===== config.mk =====
export PLATFORM = sky130hd
export DESIGN_NAME = utf8_to_utf16_converter_top
export DESIGN_NICKNAME = d
export VERILOG_FILES = /design/src/hdl/u8u16_pkg.sv /design/src/hdl/u8u16_flush.sv /design/src/hdl/u8u16_step.sv /design/src/hdl/u8u16_outbuf.sv /design/src/hdl/utf8_to_utf16_converter_top.sv
export SDC_FILE = /design/constraint.sdc
export NUM_CORES = 1
export LEC_CHECK = 0
export ABC_AREA = 1
export BUFFER_PORTS_ARGS = -buffer_cell sky130_fd_sc_hd__buf_2
export CORE_ASPECT_RATIO = 0.7
export CORE_MARGIN = 2
export CORE_UTILIZATION = 52
export DETAILED_ROUTE_END_ITERATION = 10
export PLACE_DENSITY = 0.8
export SETUP_SLACK_MARGIN = 0.3
export SYNTH_ARGS = -nofsm -noshare
export SYNTH_HDL_FRONTEND = slang
export SYNTH_SLANG_ARGS = --single-unit

===== constraint.sdc =====
create_clock -name clk -period 2.9 [get_ports clk]
set_input_delay 0.435 -clock clk [delete_from_list [all_inputs] [get_ports clk]]
set_output_delay 0.435 -clock clk [all_outputs]
set_load 0.03 [all_outputs]

===== src/hdl/u8u16_pkg.sv =====
`default_nettype none

package u8u16_pkg;

  localparam int unsigned IN_W   = 8;
  localparam int unsigned UNIT_W = 16;
  localparam int unsigned ACC_W  = 32;
  localparam int unsigned MAX_UNITS = 4;

  localparam logic [20:0]       MAX_CODE     = 21'h10FFFF;
  localparam logic [20:0]       SUPP_BASE    = 21'h010000;
  localparam logic [UNIT_W-1:0] BMP_MAX      = 16'hFFFF;
  localparam logic [UNIT_W-1:0] SURR_LO_END  = 16'hD800;
  localparam logic [UNIT_W-1:0] SURR_HI_END  = 16'hE000;
  localparam logic [UNIT_W-1:0] HIGH_SURR    = 16'hD800;
  localparam logic [UNIT_W-1:0] LOW_SURR     = 16'hDC00;

  typedef logic [1:0] flush_cnt_t;
  typedef logic [2:0] burst_cnt_t;

  typedef struct packed {
    flush_cnt_t        cnt;
    logic [UNIT_W-1:0] u1;
    logic [UNIT_W-1:0] u0;
  } flush_t;

  typedef struct packed {
    burst_cnt_t                        cnt;
    logic [MAX_UNITS-1:0][UNIT_W-1:0] unit;
  } burst_t;

endpackage

`default_nettype wire


===== src/hdl/u8u16_flush.sv =====
`default_nettype none

module u8u16_flush
  import u8u16_pkg::*;
(
  input  wire logic [ACC_W-1:0] code,
  output flush_t                res
);

  logic        over;
  logic [20:0] off;

  assign over = (|code[ACC_W-1:21]) || (code[20:0] > MAX_CODE);
  assign off  = code[20:0] - SUPP_BASE;

  always_comb begin
    res.cnt = 2'd0;
    res.u0  = code[UNIT_W-1:0];
    res.u1  = '0;
    if (over) begin
      res.cnt = 2'd0;
    end else if (code[20:0] > {5'd0, BMP_MAX}) begin
      res.cnt = 2'd2;
      res.u0  = HIGH_SURR + {6'd0, off[19:10]};
      res.u1  = LOW_SURR + {6'd0, off[9:0]};
    end else if (code[UNIT_W-1:0] < SURR_LO_END || code[UNIT_W-1:0] >= SURR_HI_END) begin
      res.cnt = 2'd1;
    end
  end

endmodule

`default_nettype wire


===== src/hdl/u8u16_step.sv =====
`default_nettype none

module u8u16_step
  import u8u16_pkg::*;
(
  input  wire logic            clk,
  input  wire logic            rst_n,
  input  wire logic            in_fire,
  input  wire logic [IN_W-1:0] in_byte,
  input  wire logic            in_eos,
  output burst_t               burst
);

  logic [ACC_W-1:0] acc_r, acc_nxt;
  logic             pend_r, pend_nxt;
  logic [ACC_W-1:0] acc_new;
  logic             is_cont;
  flush_t           f_old, f_new;
  flush_cnt_t       c_old, c_new;

  assign is_cont = (in_byte[7:6] == 2'b10);

  always_comb begin
    if (is_cont) begin
      acc_new = {acc_r[ACC_W-7:0], in_byte[5:0]};
    end else if (!in_byte[7]) begin
      acc_new = {{(ACC_W-IN_W){1'b0}}, in_byte};
    end else if (in_byte[7:5] == 3'b110) begin
      acc_new = {{(ACC_W-5){1'b0}}, in_byte[4:0]};
    end else if (in_byte[7:4] == 4'b1110) begin
      acc_new = {{(ACC_W-4){1'b0}}, in_byte[3:0]};
    end else begin
      acc_new = {{(ACC_W-3){1'b0}}, in_byte[2:0]};
    end
  end

  u8u16_flush u_flush_old (
    .code (acc_r),
    .res  (f_old)
  );

  u8u16_flush u_flush_new (
    .code (acc_new),
    .res  (f_new)
  );

  assign c_old = (pend_r && !is_cont) ? f_old.cnt : 2'd0;
  assign c_new = in_eos ? f_new.cnt : 2'd0;

  always_comb begin
    burst.cnt     = {1'b0, c_old} + {1'b0, c_new};
    burst.unit[0] = f_old.u0;
    burst.unit[1] = f_old.u1;
    burst.unit[2] = f_new.u0;
    burst.unit[3] = f_new.u1;
    case (c_old)
      2'd0: begin
        burst.unit[0] = f_new.u0;
        burst.unit[1] = f_new.u1;
      end
      2'd1: begin
        burst.unit[1] = f_new.u0;
        burst.unit[2] = f_new.u1;
      end
      default: begin
        burst.unit[2] = f_new.u0;
        burst.unit[3] = f_new.u1;
      end
    endcase
  end

  always_comb begin
    acc_nxt  = acc_r;
    pend_nxt = pend_r;
    if (in_fire) begin
      if (in_eos) begin
        acc_nxt  = '0;
        pend_nxt = 1'b0;
      end else begin
        acc_nxt  = acc_new;
        pend_nxt = 1'b1;
      end
    end
  end

  always_ff @(posedge clk) begin
    if (!rst_n) begin
      acc_r  <= '0;
      pend_r <= 1'b0;
    end else begin
      acc_r  <= acc_nxt;
      pend_r <= pend_nxt;
    end
  end

endmodule

`default_nettype wire


===== src/hdl/u8u16_outbuf.sv =====
`default_nettype none

module u8u16_outbuf
  import u8u16_pkg::*;
(
  input  wire logic              clk,
  input  wire logic              rst_n,
  input  wire logic              in_fire,
  input  wire burst_t            burst,
  output logic                   in_ready,
  output logic                   out_valid,
  input  wire logic              out_ready,
  output logic [UNIT_W-1:0]      out_unit,
  output logic                   out_last
);

  logic [MAX_UNITS-1:0][UNIT_W-1:0] unit_r, unit_nxt;
  burst_cnt_t                       cnt_r, cnt_nxt;
  burst_cnt_t                       ptr_r, ptr_nxt;
  burst_cnt_t                       ptr_inc;

  assign ptr_inc   = ptr_r + 3'd1;
  assign out_valid = (ptr_r != cnt_r);
  assign out_unit  = unit_r[ptr_r[1:0]];
  assign out_last  = (ptr_inc == cnt_r);
  assign in_ready  = !out_valid || (out_ready && out_last);

  always_comb begin
    unit_nxt = unit_r;
    cnt_nxt  = cnt_r;
    ptr_nxt  = ptr_r;
    if (in_fire) begin
      unit_nxt = burst.unit;
      cnt_nxt  = burst.cnt;
      ptr_nxt  = '0;
    end else if (out_valid && out_ready) begin
      ptr_nxt = ptr_inc;
    end
  end

  always_ff @(posedge clk) begin
    unit_r <= unit_nxt;
  end

  always_ff @(posedge clk) begin
    if (!rst_n) begin
      cnt_r <= '0;
      ptr_r <= '0;
    end else begin
      cnt_r <= cnt_nxt;
      ptr_r <= ptr_nxt;
    end
  end

  a_ptr_bound: assert property (@(posedge clk) disable iff (!rst_n)
    (ptr_r <= cnt_r) && (cnt_r <= 3'd4))
    else $error("Unit pointer ran past the burst count.");

  a_ready_one_left: assert property (@(posedge clk) disable iff (!rst_n)
    in_ready |-> ((cnt_r - ptr_r) <= 3'd1))
    else $error("Input taken while more than one unit was still queued.");

  a_burst_shown: assert property (@(posedge clk) disable iff (!rst_n)
    (in_fire && burst.cnt != 3'd0) |=> (out_valid && ptr_r == 3'd0))
    else $error("A loaded burst did not present its first unit.");

  a_last_once: assert property (@(posedge clk) disable iff (!rst_n)
    (out_valid && out_ready && out_last && !in_fire) |=> !out_valid)
    else $error("Output still valid after the final unit of a burst.");

endmodule

`default_nettype wire


===== src/hdl/utf8_to_utf16_converter_top.sv =====
`default_nettype none

// A UTF-16 unit appears on the output in the cycle after the byte that releases it is accepted.
// Throughput: one byte per cycle while each byte gives at most one unit and out_tready is high.
// A byte that gives n units (up to four) holds off the next byte until the last unit of its burst is taken,
// set by the single output buffer that drains its burst one beat a cycle while out_tready is high.
// Reset (rst_n low at a clock edge) clears the accumulator, the pending flag and the queue.
module utf8_to_utf16_converter_top
  import u8u16_pkg::*;
(
  input  wire logic        clk,
  input  wire logic        rst_n,
  input  wire logic        in_tvalid,
  output logic             in_tready,
  input  wire logic [7:0]  in_tdata,   // [7:0] in_byte
  input  wire logic        in_tlast,   // end_of_string
  output logic             out_tvalid,
  input  wire logic        out_tready,
  output logic [15:0]      out_tdata,  // [15:0] utf16_unit
  output logic             out_tlast   // run_last
);

  logic   in_fire;
  burst_t burst;

  assign in_fire = in_tvalid && in_tready;

  u8u16_step u_step (
    .clk     (clk),
    .rst_n   (rst_n),
    .in_fire (in_fire),
    .in_byte (in_tdata),
    .in_eos  (in_tlast),
    .burst   (burst)
  );

  u8u16_outbuf u_outbuf (
    .clk       (clk),
    .rst_n     (rst_n),
    .in_fire   (in_fire),
    .burst     (burst),
    .in_ready  (in_tready),
    .out_valid (out_tvalid),
    .out_ready (out_tready),
    .out_unit  (out_tdata),
    .out_last  (out_tlast)
  );

endmodule

`default_nettype wire


; After elaboration in Yosys (flattened, before gate mapping)
; Index checks and enable logic that the tools add are counted.
[word_totals]
regBits = 103
input_bits = 13
output_inout_bits = 19
elab_cells = 70
[op_classes]
add_sub_neg = 8
order_cmp = 9
n_eq_ne = 6
muxes = 23
bitwise = 1
reduce_logical = 15
[op_table]
columns = operator, count
row1 = 32-bit 2-to-1 mux, 8
row2 = "15-bit by 11-bit adder with 16-bit output, first input constant", 4
row3 = 16-bit 2-to-1 mux, 3
row4 = "21-bit by 16-bit > comparator with 1-bit output, second input constant", 2
row5 = "21-bit > comparator, second input constant", 2
row6 = "20-bit by 17-bit subtractor with 20-bit output, second input constant", 2
row7 = 16-bit binary-select mux with 2-bit select, 1
row8 = "16-bit greater-or-equal comparator, second input constant", 2
row9 = "16-bit less-than comparator, second input constant", 2
row10 = 16-bit case mux with 2 select lines, 1
row11 = 11-bit OR reduction, 2
row12 = 2-bit 2-to-1 mux, 6
row13 = 1-bit logical OR, 5
row14 = "4-bit equality test, second input constant", 1
row15 = 1-bit logical AND, 4
row16 = 4-bit 2-to-1 mux, 1
row17 = 2-bit by 2-bit adder with 3-bit output, 1
row18 = "3-bit by 1-bit adder with 3-bit output, second input constant", 1
row19 = 3-bit equality test, 1
row20 = "3-bit equality test, second input constant", 1
row21 = "2-bit by 3-bit less-than comparator with 1-bit output, second input constant", 1
row22 = 1-bit 2-to-1 mux, 3
row23 = 3-bit inequality test, 1
row24 = "2-bit by 1-bit equality test with 1-bit output, second input constant", 1
row25 = other kinds (5), 6

; Longest topological paths before layout
[depth]
depth_word = 12
depth_mapped = 17
depth_no_buf = 15

; Modules after synthesis
; A second synthesis with hierarchy kept.
[hier_totals]
cells_unflattened = 938
area_unflattened_um2 = 6698.9
[by_module_without_submodules]
columns = module, n_inst, cells_each, area_each_um2, seq_area_each_um2
row1 = u8u16_outbuf, 1, 206, 2722.6, 2042.0
row2 = u8u16_step, 1, 382, 2244.7, 660.6
row3 = u8u16_flush, 2, 174, 862.1, 0.0
row4 = utf8_to_utf16_converter_top, 1, 2, 7.5, 0.0

; Least setup slack after synthesis
; Ideal clock, no wire load.
[synth_timing]
path_type = flip-flop to flip-flop
from = register u_outbuf.ptr_r[1]
to = register u_outbuf.unit_r[0] (netlist name), enable pin
setup_time_ns = 0.415
arrival_time_ns = 2.713
required_ns = 2.485
path_slack_ns = -0.228
path_stages_with_launch = 7
path_buffers = 1
period_less_slack_ns = 3.128
cell_sequence = dfxtp_1 buf_2 xnor2_1 nand3b_1 nand2_1 nand2_1 inv_1
[synth_between]
elab_cells_between_ends = 7
cone_classes = 1 x add/sub / 2 x eq/ne / 4 x reduce/logical
[synth_rtl]
columns = item, line_no
row1 = "start, declared", u8u16_outbuf.sv:19  ; burst_cnt_t ptr_r, ptr_nxt;
row2 = "start signal, assigned", u8u16_outbuf.sv:51  ; ptr_r <= ptr_nxt;
row3 = 3-bit inequality test, u8u16_outbuf.sv:23  ; assign out_valid = (ptr_r != cnt_r);
row4 = via out_tvalid, utf8_to_utf16_converter_top.sv:17  ; output logic out_tvalid,
row5 = 1-bit logical NOT, u8u16_outbuf.sv:26  ; assign in_ready = !out_valid || (out_ready && out_last);
row6 = 1-bit logical OR, u8u16_outbuf.sv:26
row7 = via in_tready, utf8_to_utf16_converter_top.sv:14  ; output logic in_tready,
row8 = 1-bit logical AND, utf8_to_utf16_converter_top.sv:26  ; assign in_fire = in_tvalid && in_tready;
row9 = via in_fire, utf8_to_utf16_converter_top.sv:23  ; logic in_fire;
row10 = "end signal, assigned", u8u16_outbuf.sv:42  ; unit_r <= unit_nxt;
row11 = "end, declared", u8u16_outbuf.sv:17  ; logic [MAX_UNITS-1:0][UNIT_W-1:0] unit_r, unit_nxt;
; The timed path passes the listed nets, and every way through them passes these cells.
; A chain may end at the register's enable or synchronous reset.

==> impl_metrics.toml <==
[cells_and_area]
fillCellCount = 927
drive_above_1_share_pct = 14.7
seqCellArea_um2 = 2570
diodes = 0
multiInputGateArea_um2 = 2500
finalNetCount = 774
area_growth_pct = 13.9
fin_area_um2 = 6240
fin_cells = 892

[synthesis]
synthTopCellsByCount = "nand2_1, nor2_1, inv_1"
synth_nets = 746
yosys.area.top_type_share_pct = 32.4
netlist_area_um2 = 5480
synth_cells = 727
synthTopCellsByArea = "edfxtp_1, dfxtp_1, nand2_1, nor2_1, nand3_1"
ys_ff_latch = 98
ys.flop_type = "edfxtp_1"
synth_edf_count = 59
yosys.area.top_type = "edfxtp_1"
synth_warnings = 0
ys_async_sr_fraction_pct = 0
yosysSeqAreaShare_pct = 46.6
yosysMostFrequentCell = "nand2_1"
synth_cell_types = 43
syn_area_per_cell_um2 = 7.53

[setup_path]
end_kind = "flip-flop"
worstPathMaxFanout = 5
crit_path_start_kind = "flip-flop"
crit_arrival_ps = 2710
required_ps = 3140
crit_chain = "inv_2, nor2_1, inv_1, ha_2, nand2_2, nor3_2, nand2_1, nand2_1, nand2_2, nor4_4, ha_2, fa_1, o21ai_1, nor2_1"
crit_type = "flip-flop to flip-flop"
slowest_delay_ps = 390
slowest_stage = "fa_1"

[placed_design]
hpwl_um = 10100
port_buffers = 31
dpl_worst_slack_ps = 167
placed_area_um2 = 5830
dp.cells = 871
gp_congestion = 0.966

[floorplanning]
dieHeight_um = 89.9
pin_count = 32
die_w_um = 127
start_util_pct = 53.3
die-area_um2 = 11400
rows = 31
core_um2 = 10300

[sta]
max_freq_mhz = 404
rsz0062_at_grt = "no"
period_needed_ps = 2470
hold_ws_ps = 384
skew_ps = 6.62
slew_viol_final = 0
hold_violations = 0
fin_ws_ps = 426
fin_crit_sh_pct = 85.3
worstMarginPinSlew_ps = 852
slew_headroom_pct = 43.0
setup_viol = 0
setup_tns_ps = 0

[global_route]
track_usage_pct = 25.3
antenna_found_initial = 0
grt_first_pass_wirelength_um = 22900
top_usage_layer = "met1"
gr-total-overflow = 0
grt_pass1_vias = 4500
grt.met2_usage_pct = 34.9
grt_max_degree = 37
grtUsageMet3_pct = 5.24
gr-usage-met1_pct = 39.7

[cts]
cts_max_level = 3
clk-insertion-delay-late_ps = 350
clockBufferDepth = 2
numCtsBuffers = 9
numClockSinks = 98
ctsHoldBuffers = 0
cts_tree = "built"
path_clk_slew_ps = 70
clk_root_buffer_cell = "clkbuf_16"

[drt]
first_pass_iters = 8
ant_nets = 0
wl_per_cell_um = 16.1
routed_via_density = 5.65
route.vias.total = 5037
drc_errors = 0
first_iter_violations = 620
wl_um = 14400

[worst_hold_path]
hp-class = "primary input to flip-flop"

[power]
cellLeakagePower_uw = 0.00283
p_per_area_nw_per_um2 = 864
worst_ir_drop_vdd_uv = 334

[run]
drv_cap = 0

[run_status]
status = "finished clean"
critical path: cells and delay by family (launching register included):
family | cells | cell delay, ps
buffers and inverters | 2 | 190
AO/OA/AOI/OAI | 1 | 160
adder cells (fa/ha/maj) | 3 | 800
flip-flops | 1 | 360
AND/OR/NAND/NOR | 8 | 860
cells by family (layout without fill, tap and decap cells):
family,after synthesis,in the layout,synth area share (%)
AOI/OAI and AO/OA,62,62,7.29
xor gates and xnor gates,9,9,1.44
adders and majority gates,6,6,1.51
buffers and inverters,120,153,8.96
DFF,98,98,46.6
other,1,1,0.0685
and+or+nand+nor,431,431,34.1
what timing repair did:
action | in CTS | in global routing
gates cloned | 0 | 1
setup buffers | 0 | 4
gates resized for setup | 1 | 22
setup endpoints to repair | 1 | 45
path summary, 6_finish.rpt:
kind	slack (ps)	endpoint	startpoint	depth (start not counted)
max	430	u_outbuf.cnt_r[1]$_SDFFE_PN0P_	u_step.acc_r[10]$_SDFFE_PN0P_	14
min	380	u_step.acc_r[2]$_SDFFE_PN0P_	in_tdata[2]	3
max reg2reg	430	u_outbuf.cnt_r[1]$_SDFFE_PN0P_	u_step.acc_r[10]$_SDFFE_PN0P_	14
min reg2reg	450	u_step.acc_r[27]$_SDFFE_PN0P_	u_step.acc_r[27]$_SDFFE_PN0P_	2
per-layer routing:
metal	share of wire, %	up-vias	wire, um
met5	0	-	0
met4	1.4	0	204
met3	9.9	25	1430
met2	41	252	5930
met1	47	2316	6810
li1	-	2444	-
layout make-up:
cell class                 count  share of cell area [%]
clock buffer                  10                    3.67
clock inverter                 6                    1.59
inverter                      85                    5.24
multi-input combinational    509                    40.1
sequential                    98                    41.2
tap                          132                    2.65
timing repair buffer          51                    5.50
timing repair inverter         1                   0.120
power by group:
| group | leakage [uW] | switching [uW] | internal (uW) | total (uW) |
|---|---|---|---|---|
| logic | 0.00178 | 1380 | 566 | 1950 |
| registers | 0.000896 | 156 | 1980 | 2140 |
| clock network | 0.000157 | 530 | 769 | 1300 |
registers in the layout (all words and copies together), names as in the netlist:
signal and cells:
u_outbuf.unit_r 59, u_step.acc_r 32, u_outbuf.cnt_r 3, u_outbuf.ptr_r 3, u_step.pend_r 1
per-stage QoR:
step | power, uW | utilization (%)
5_1_grt | 5660 | 60.7
3_5_place_dp | 4020 | 56.7
2_1_floorplan | 3430 | -
6_report | 5390 | 60.7
4_1_cts | 5310 | 59.9
3_3_place_gp | 3960 | 56.7
cell usage in the layout, fill, tap and decap left out, types with 3 or more instances in the layout:
cell type | Yosys | layout
a21oi_1 | 5 | 5
buf_2 | 14 | 29
buf_4 | 2 | 18
clkbuf_16 | 0 | 9
clkinvlp_4 | 0 | 4
dfxtp_1 | 39 | 28
dfxtp_2 | 0 | 11
edfxtp_1 | 59 | 59
ha_1 | 5 | 3
inv_1 | 84 | 80
inv_2 | 1 | 3
nand2_1 | 199 | 194
nand2_2 | 3 | 5
nand2_4 | 2 | 5
nand3_1 | 75 | 75
nand3b_1 | 3 | 3
nand4_1 | 23 | 23
nor2_1 | 110 | 107
nor2_2 | 1 | 4
nor3_1 | 5 | 4
o21ai_0 | 28 | 27
o21ai_2 | 3 | 3
o22ai_1 | 3 | 3
o311ai_0 | 5 | 4
o32ai_1 | 10 | 9
xnor2_1 | 4 | 4
xor2_1 | 5 | 5
Note: power is estimated with default switching activity, not from simulation.
